==> src/usel_pkg.sv <==
// Shared types and constants for the upstream endpoint selector.
package usel_pkg;

  localparam int MaxEnd = 16;
  localparam int IdxW   = $clog2(MaxEnd);
  localparam int CntW   = IdxW + 1;

  localparam logic [7:0]  DefFailLimit = 8'd3;
  localparam logic [31:0] DefCooldown  = 32'd5000;

  localparam logic [2:0] KindSelect = 3'd0;
  localparam logic [2:0] KindSticky = 3'd1;
  localparam logic [2:0] KindResult = 3'd2;
  localparam logic [2:0] KindBegin  = 3'd3;
  localparam logic [2:0] KindEnd    = 3'd4;
  localparam logic [2:0] KindAdd    = 3'd5;

  localparam logic [1:0] CfgFailLimit = 2'd0;
  localparam logic [1:0] CfgCooldown  = 2'd1;
  localparam logic [1:0] CfgPickMode  = 2'd2;

  typedef enum logic [1:0] {
    ST_OK   = 2'd0,
    ST_NONE = 2'd1,
    ST_BAD  = 2'd2,
    ST_FULL = 2'd3
  } status_t;

  typedef struct packed {
    logic [15:0]        weight;
    logic signed [21:0] rw;
    logic               healthy;
    logic [7:0]         fails;
    logic [63:0]        retry;
    logic [15:0]        inflight;
  } entry_t;

endpackage

==> src/usel_ram.sv <==
// Endpoint table memory: one write port, one read port with registered data.
module usel_ram (
  input  logic                      clk,
  input  logic                      we,
  input  logic [usel_pkg::IdxW-1:0] waddr,
  input  usel_pkg::entry_t          wdata,
  input  logic [usel_pkg::IdxW-1:0] raddr,
  output usel_pkg::entry_t          rdata
);
  import usel_pkg::*;

  entry_t mem [MaxEnd];

  always_ff @(posedge clk) begin
    if (we) begin
      mem[waddr] <= wdata;
    end
    rdata <= mem[raddr];
  end

endmodule

==> src/upstream_endpoint_selector_unit.sv <==
// Top level of the upstream endpoint selector: control sequencer around the table memory.
//
//  channel | signals                                              | dir
//  in      | in_valid, in_stall, kind, now_time, slot_index, ...  | in
//  out     | out_valid, out_stall, status, chosen_index           | out
//  cfg     | cfg_valid, cfg_ready, cfg_index, cfg_data            | in
//
// One item at a time; a new item is accepted only in the idle state. Add, undefined
// kinds and rejected items go straight to the result; result/begin/end read the table,
// then write back. A select scans the table one entry per cycle through the single read
// port. In round robin mode the winner is written back afterwards; a sticky select
// with a valid slot checks that slot first and scans only on a miss.
// Synchronous reset empties the table; the memory needs no clearing pass.
// A stalled result holds in the output register; the next item runs up to its own
// result and waits there.
module upstream_endpoint_selector_unit (
  input  logic        clk,
  input  logic        rst,
  input  logic        in_valid,
  output logic        in_stall,
  input  logic [2:0]  kind,
  input  logic [63:0] now_time,
  input  logic [3:0]  slot_index,
  input  logic        slot_valid,
  input  logic        succeeded,
  input  logic [15:0] new_weight,
  output logic        out_valid,
  input  logic        out_stall,
  output logic [1:0]  status,
  output logic [3:0]  chosen_index,
  input  logic        cfg_valid,
  output logic        cfg_ready,
  input  logic [1:0]  cfg_index,
  input  logic [31:0] cfg_data
);
  import usel_pkg::*;

  typedef enum logic [2:0] {
    S_IDLE, S_DECODE, S_STICKY, S_SCAN, S_FINAL, S_UPD, S_DONE
  } state_t;

  state_t state;

  logic [7:0]  fail_limit;
  logic [31:0] cooldown_time;
  logic        pick_mode;

  logic [CntW-1:0] count;
  logic [2:0]      k;
  logic [63:0]     now;
  logic [IdxW-1:0] idx;
  logic            sv;
  logic            ok;
  logic [15:0]     w;

  logic [CntW-1:0] iss;
  logic            pend;
  logic [IdxW-1:0] pend_idx;
  logic            have;
  logic [IdxW-1:0] best_idx;
  entry_t          best;
  logic [20:0]     total;

  status_t         res_status;
  logic [IdxW-1:0] res_index;

  logic            we;
  logic [IdxW-1:0] waddr;
  entry_t          wdata;
  logic [IdxW-1:0] raddr;
  entry_t          rd;

  usel_ram u_ram (
    .clk  (clk),
    .we   (we),
    .waddr(waddr),
    .wdata(wdata),
    .raddr(raddr),
    .rdata(rd)
  );

  // Datapath on the entry just read
  logic               avail;
  logic [22:0]        rw_sum;
  logic signed [21:0] rw_inc;
  logic               better;
  logic [22:0]        rw_diff;
  logic signed [21:0] rw_dec;
  logic [7:0]         lim;
  logic [31:0]        cd;
  logic [7:0]         fails_inc;
  logic [64:0]        retry_sum;
  logic [63:0]        retry_new;
  entry_t             upd;
  entry_t             scan_ent;
  entry_t             add_ent;
  entry_t             fin_ent;

  always_comb begin
    avail  = rd.healthy || (now >= rd.retry);
    rw_sum = {rd.rw[21], rd.rw} + {7'd0, rd.weight};
    if (rw_sum[22] != rw_sum[21]) begin
      rw_inc = rw_sum[22] ? 22'sh200000 : 22'sh1FFFFF;
    end else begin
      rw_inc = rw_sum[21:0];
    end
    scan_ent    = rd;
    scan_ent.rw = rw_inc;
    if (!have) begin
      better = 1'b1;
    end else if (pick_mode) begin
      better = rd.inflight < best.inflight;
    end else begin
      better = rw_inc > best.rw;
    end

    rw_diff = {best.rw[21], best.rw} - {2'd0, total};
    if (rw_diff[22] != rw_diff[21]) begin
      rw_dec = rw_diff[22] ? 22'sh200000 : 22'sh1FFFFF;
    end else begin
      rw_dec = rw_diff[21:0];
    end
    fin_ent    = best;
    fin_ent.rw = rw_dec;

    lim       = (fail_limit == 8'd0) ? DefFailLimit : fail_limit;
    cd        = (cooldown_time == 32'd0) ? DefCooldown : cooldown_time;
    fails_inc = (rd.fails == 8'hFF) ? rd.fails : rd.fails + 8'd1;
    retry_sum = {1'b0, now} + {33'd0, cd};
    retry_new = retry_sum[64] ? {64{1'b1}} : retry_sum[63:0];
    upd = rd;
    case (k)
      KindResult: begin
        if (ok) begin
          upd.fails   = 8'd0;
          upd.healthy = 1'b1;
          upd.retry   = 64'd0;
        end else begin
          upd.fails = fails_inc;
          if (fails_inc >= lim) begin
            upd.healthy = 1'b0;
            upd.retry   = retry_new;
          end
        end
      end
      KindBegin: begin
        if (rd.inflight != 16'hFFFF) upd.inflight = rd.inflight + 16'd1;
      end
      KindEnd: begin
        if (rd.inflight != 16'd0) upd.inflight = rd.inflight - 16'd1;
      end
      default: upd = rd;
    endcase

    add_ent          = '0;
    add_ent.weight   = (w == 16'd0) ? 16'd1 : w;
    add_ent.healthy  = 1'b1;
  end

  // Memory port steering
  always_comb begin
    raddr = (state == S_DECODE) ? idx : iss[IdxW-1:0];
    we    = 1'b0;
    waddr = pend_idx;
    wdata = scan_ent;
    case (state)
      S_DECODE: begin
        waddr = count[IdxW-1:0];
        wdata = add_ent;
        we    = (k == KindAdd) && (count < CntW'(MaxEnd));
      end
      S_SCAN: begin
        we = pend && avail && !pick_mode;
      end
      S_FINAL: begin
        we    = 1'b1;
        waddr = best_idx;
        wdata = fin_ent;
      end
      S_UPD: begin
        we    = 1'b1;
        waddr = idx;
        wdata = upd;
      end
      default: we = 1'b0;
    endcase
  end

  assign in_stall  = (state != S_IDLE);
  assign cfg_ready = 1'b1;

  always_ff @(posedge clk) begin
    if (rst) begin
      state         <= S_IDLE;
      fail_limit    <= DefFailLimit;
      cooldown_time <= DefCooldown;
      pick_mode     <= 1'b0;
      count         <= '0;
      out_valid     <= 1'b0;
      pend          <= 1'b0;
      have          <= 1'b0;
    end else begin
      if (cfg_valid) begin
        case (cfg_index)
          CfgFailLimit: fail_limit    <= cfg_data[7:0];
          CfgCooldown:  cooldown_time <= cfg_data;
          CfgPickMode:  pick_mode     <= cfg_data[0];
          default:      ;
        endcase
      end
      // drop the beat once taken, unless a new result replaces it
      if (out_valid && !out_stall && state != S_DONE) out_valid <= 1'b0;

      case (state)
        S_IDLE: begin
          if (in_valid) begin
            k     <= kind;
            now   <= now_time;
            idx   <= slot_index;
            sv    <= slot_valid;
            ok    <= succeeded;
            w     <= new_weight;
            state <= S_DECODE;
          end
        end
        S_DECODE: begin
          res_status <= ST_OK;
          res_index  <= '0;
          iss        <= '0;
          pend       <= 1'b0;
          have       <= 1'b0;
          total      <= '0;
          state      <= S_DONE;
          case (k)
            KindSelect, KindSticky: begin
              if (count == '0) begin
                res_status <= ST_NONE;
              end else if (k == KindSticky && sv && {1'b0, idx} < count) begin
                state <= S_STICKY;
              end else begin
                state <= S_SCAN;
              end
            end
            KindResult, KindBegin, KindEnd: begin
              if ({1'b0, idx} >= count) begin
                res_status <= ST_BAD;
              end else begin
                state <= S_UPD;
              end
            end
            KindAdd: begin
              if (count >= CntW'(MaxEnd)) begin
                res_status <= ST_FULL;
              end else begin
                res_index <= count[IdxW-1:0];
                count     <= count + 1'b1;
              end
            end
            default: ;
          endcase
        end
        S_STICKY: begin
          if (avail) begin
            res_index <= idx;
            state     <= S_DONE;
          end else begin
            state <= S_SCAN;
          end
        end
        S_SCAN: begin
          // issue next read while the previous entry is evaluated
          if (iss < count) begin
            pend     <= 1'b1;
            pend_idx <= iss[IdxW-1:0];
            iss      <= iss + 1'b1;
          end else begin
            pend <= 1'b0;
          end
          if (pend && avail) begin
            total <= total + {5'd0, rd.weight};
            if (better) begin
              have     <= 1'b1;
              best_idx <= pend_idx;
              best     <= scan_ent;
            end
          end
          if (!pend && iss == count) begin
            if (!have) begin
              res_status <= ST_NONE;
              state      <= S_DONE;
            end else begin
              res_index <= best_idx;
              state     <= pick_mode ? S_DONE : S_FINAL;
            end
          end
        end
        S_FINAL: state <= S_DONE;
        S_UPD: begin
          res_index <= idx;
          state     <= S_DONE;
        end
        S_DONE: begin
          if (!out_valid || !out_stall) begin
            out_valid    <= 1'b1;
            status       <= res_status;
            chosen_index <= res_index;
            state        <= S_IDLE;
          end
        end
        default: state <= S_IDLE;
      endcase
    end
  end

  a_count_bound: assert property (@(posedge clk) disable iff (rst)
    count <= CntW'(MaxEnd))
    else $error("endpoint count beyond table size");

  a_chosen_in_table: assert property (@(posedge clk) disable iff (rst)
    out_valid && status == ST_OK && chosen_index != 4'd0 |-> {1'b0, chosen_index} < count)
    else $error("chosen index outside table");

  a_no_write_idle: assert property (@(posedge clk) disable iff (rst)
    (state == S_IDLE || state == S_DONE) |-> !we)
    else $error("table write outside an item");

endmodule
==> config.mk <==
export PLATFORM = sky130hd
export DESIGN_NAME = upstream_endpoint_selector_unit
export DESIGN_NICKNAME = d
export VERILOG_FILES = /design/src/usel_pkg.sv /design/src/usel_ram.sv /design/src/upstream_endpoint_selector_unit.sv
export SDC_FILE = /design/constraint.sdc
export NUM_CORES = 2
export LEC_CHECK = 0
export BUFFER_PORTS_ARGS = -buffer_cell sky130_fd_sc_hd__buf_2
export CAP_MARGIN = 20
export CORE_ASPECT_RATIO = 0.9
export CORE_MARGIN = 2
export CORE_UTILIZATION = 55
export CTS_BUF_LIST = sky130_fd_sc_hd__clkbuf_8
export DETAILED_ROUTE_END_ITERATION = 7
export PLACE_DENSITY = 0.75
export RECOVER_POWER = 25
export SLEW_MARGIN = 5
export SYNTH_ARGS = -nofsm -noshare
export SYNTH_HDL_FRONTEND = slang
export SYNTH_SLANG_ARGS = --single-unit
export TNS_END_PERCENT = 50
==> constraint.sdc <==
create_clock -name clk -period 19.05 [get_ports clk]
set_input_delay 1.905 -clock clk [delete_from_list [all_inputs] [get_ports clk]]
set_output_delay 1.905 -clock clk [all_outputs]
set_load 0.01 [all_outputs]
==> impl_metrics.sql <==
INSERT INTO impl_metrics (metric_group, metric, value, unit) VALUES
('placement', 'dp_slack', '11.39', 'ns'),
('cells_and_area', 'post-route-cell-area', '114000', 'sq um'),
('grt', 'track_usage', '27.5', '%'),
('timing', 'finalHoldWorstSlack', '0.424', 'ns'),
('placement', 'gp_congestion', '0.956', ''),
('setup_path', 'setup.worst_path.class', 'reg -> reg', ''),
('cts', 'cts_tree', 'built', ''),
('route', 'routed_wirelength', '263', 'mm'),
('floorplan', 'fp.dieArea', '191000', 'sq um'),
('cells_and_area', 'num-fill-cells', '13100', ''),
('synth', 'avgSynthCellArea', '16.6', 'sq um'),
('grt', 'first_global_vias', '59800', ''),
('timing', 'period_share', '57.1', '%'),
('synth', 'ys_types', '96', ''),
('run_status', 'violations', 'DRC, capacitance limit, slew limit', ''),
('placement', 'numPortBuffers', '135', ''),
('synth', 'flip_flop_cell_with_the_highest_count_after_synthesis', 'edfxtp_1', ''),
('timing', 'setup-violations-final', '0', ''),
('route', 'met3_length', '23.7', 'mm'),
('synth', 'post-synth-top-area-fraction', '66.9', '%'),
('cells_and_area', 'area.growth.synth_to_final', '11.0', '%'),
('power_and_ir_drop', 'leakagePower', '38.7', 'nW'),
('timing', 'max_slew_margin', '-182', '%'),
('route', 'drtPass1Iterations', '8', ''),
('synth', 'mappedNetlistArea', '103000', 'sq um'),
('job', 'cap_violations', '20', ''),
('timing', 'max_freq', '0.0920', 'GHz'),
('power_and_ir_drop', 'power_density', '163', 'nW/um^2'),
('setup_path', 'critical_path.endpoint', 'u_ram.rdata[89]', ''),
('cts', 'postCtsSetupBuffers', '0', ''),
('synth', 'syn-num-nets', '6531', ''),
('timing', 'timing.final.hold_violations', '0', ''),
('grt', 'grt-ovfl-total', '0', ''),
('route', 'dr.first_iter.drc_count', '7733', ''),
('setup_path', 'worstPathRequired', '19.89', 'ns'),
('synth', 'postSynth.asyncResetShare', '0', '%'),
('power_and_ir_drop', 'fin_total_pwr', '18.7', 'mW'),
('run_status', 'run_status', 'finished with violations', ''),
('synth', 'synth_edf_count', '2294', ''),
('power_and_ir_drop', 'ir_drop', '0.139', 'mV'),
('cts', 'cts-buffers-inserted', '398', ''),
('synth', 'synthTopCellsByArea', 'edfxtp_1 (67%), mux4_2 (11%), dfxtp_1 (3.5%)', ''),
('timing', 'rsz_0062_raised_after_global_routing', 'false', ''),
('synth', 'synthesis_stage_register_bit_count', '2473', ''),
('timing', 'fin_crit', '10.87', 'ns'),
('cells_and_area', 'fraction_of_final_layout_cells_sized_beyond_drive_strength_1', '19.0', '%'),
('route', 'routed-via-count', '59900', ''),
('cts', 'tritoncts_sinks', '2473', ''),
('grt', 'grt_start_max_net_pins', '135', ''),
('setup_path', 'cp_data_arrival_time', '11.71', 'ns'),
('synth', 'synth-seq-area-share', '70.4', '%'),
('timing', 'tightest_slew', '4.23', 'ns'),
('synth', 'warnings_synthesis', '0', ''),
('cts', 'hold_buffers', '0', ''),
('route', 'drc_errors', '6', ''),
('cells_and_area', 'post-route-util', '61.5', '%'),
('placement', 'placed_cell_area', '107000', 'sq um'),
('timing', 'finalMaxSlewViolations', '620', ''),
('setup_path', 'worst_setup_path_end_kind', 'flip-flop', ''),
('grt', 'grt_antenna_before_repair', '6', ''),
('cells_and_area', 'finish.cell_count_without_fillers', '9311', ''),
('setup_path', 'worst-r2r-cell-count', '12', ''),
('route', 'route.layer.met1.wl', '104', 'mm'),
('grt', 'grt_first_pass_wirelength', '388', 'mm'),
('placement', 'final_hpwl_from_detailed_placement', '151', 'mm'),
('route', 'top_signal_layer_used', 'met4', ''),
('setup_path', 'reg2reg_to', 'u_ram.rdata[89]', ''),
('cts', 'clock_tree.buffer_depth', '4', ''),
('timing', 'setup_ws', '8.18', 'ns'),
('floorplan', 'ioPinCount', '137', ''),
('synth', 'largest_area_contributor_in_the_synthesized_netlist', 'edfxtp_1', '');
[sequential cells by signal (all words and copies together) (netlist names), 5 cells and up]
signal         flops
total             21
cooldown_time     32
best             127
u_ram.rdata      127
iss                5
count              5
u_ram.mem       2032
now               64
w                 16
fail_limit         8
[per-layer routing]
layer | GRT usage [%] | vias to the layer above
met1 | 38.8 | 30700
li1 | - | 25400
met5 | 0 | -
met2 | 42.7 | 3255
met3 | 4.71 | 560
met4 | 12.0 | 0
[logic make-up (layout without fill, tap and decap cells)]
group	count (synthesis)	after routing	synth area share, %
xor gates and xnor gates	105	105	0.894
adders and majority gates	218	218	2.68
muxes	527	527	11.3
AOI/OAI and AO/OA	1100	1100	6.92
other	1	9	0.00364
DFF	2473	2473	70.4
and+or+nand+nor	1243	1243	5.68
buffers and inverters	518	1204	2.11
[cell type report]
| cell class | count | area [sq um] | share of cell area (%) |
|---|---|---|---|
| Clock buffer | 440 | 6060 | 5.30 |
| Clock inverter | 279 | 1570 | 1.38 |
| Sequential cell | 2473 | 72500 | 63.5 |
| Tap cell | 2432 | 3040 | 2.66 |
| Timing Repair Buffer | 299 | 1860 | 1.63 |
| Antenna cell | 8 | 20.0 | 0.0175 |
| Inverter | 186 | 698 | 0.611 |
| Multi-Input combinational cell | 3194 | 28500 | 24.9 |
[power breakdown]
part,total (mW),leakage [nW],internal [mW],switching (mW)
combinational,6.05,12.0,2.02,4.03
clock,4.39,4.45,2.34,2.04
sequential,8.22,22.3,7.88,0.337
[worst min-delay path by stage]
| stage | depth (start not counted) | end | slack [ns] | from |
|---|---|---|---|---|
| floorplan | 0 | chosen_index[0] | 0.40 | res_index[0] |
| global placement | 0 | status[1] | 0.41 | res_status[1] |
| detailed placement | 0 | status[1] | 0.41 | res_status[1] |
| CTS | 0 | status[1] | 0.42 | res_status[1] |
| global route | 0 | status[1] | 0.43 | res_status[1] |
| finish | 0 | status[1] | 0.42 | res_status[1] |
[synthesized netlist by cell type (12+ instances only)]
master       n
a31oi_1    162
a22oi_1     31
a221o_1     14
nand2b_1    21
a21o_1      58
a21oi_1    258
nor4_1      27
o21a_1      36
nor2_1     214
o21ai_1     35
mux2i_1     15
xor2_1      48
o21bai_1    12
o221ai_1    14
nor2b_1     18
inv_1      181
buf_4       43
nand4_1     42
nand2_1    541
or3_1       27
mux4_2     508
clkbuf_1   208
and3_1      32
xnor2_1     57
buf_1       39
o211ai_1    20
a211oi_1   154
nor3_1      59
and2_1     139
edfxtp_1  2294
buf_2       40
o22ai_1     26
dfxtp_1    179
o21ai_0    169
ha_1       214
a221oi_1    17
nand3_1     69
[critical path: stages, from the launching register on]
cell and delay [ns]:
dfxtp_1 1.55, clkbuf_1 1.77, nand2_1 0.45, nor2_1 0.91
nor2_1 0.09, a21oi_1 0.64, clkbuf_1 2.39, buf_12 0.67
buf_4 0.79, mux4_2 0.58, and2_1 0.17, a211oi_1 0.25
a31oi_1 0.18
Power figures use the tool's default switching activity.
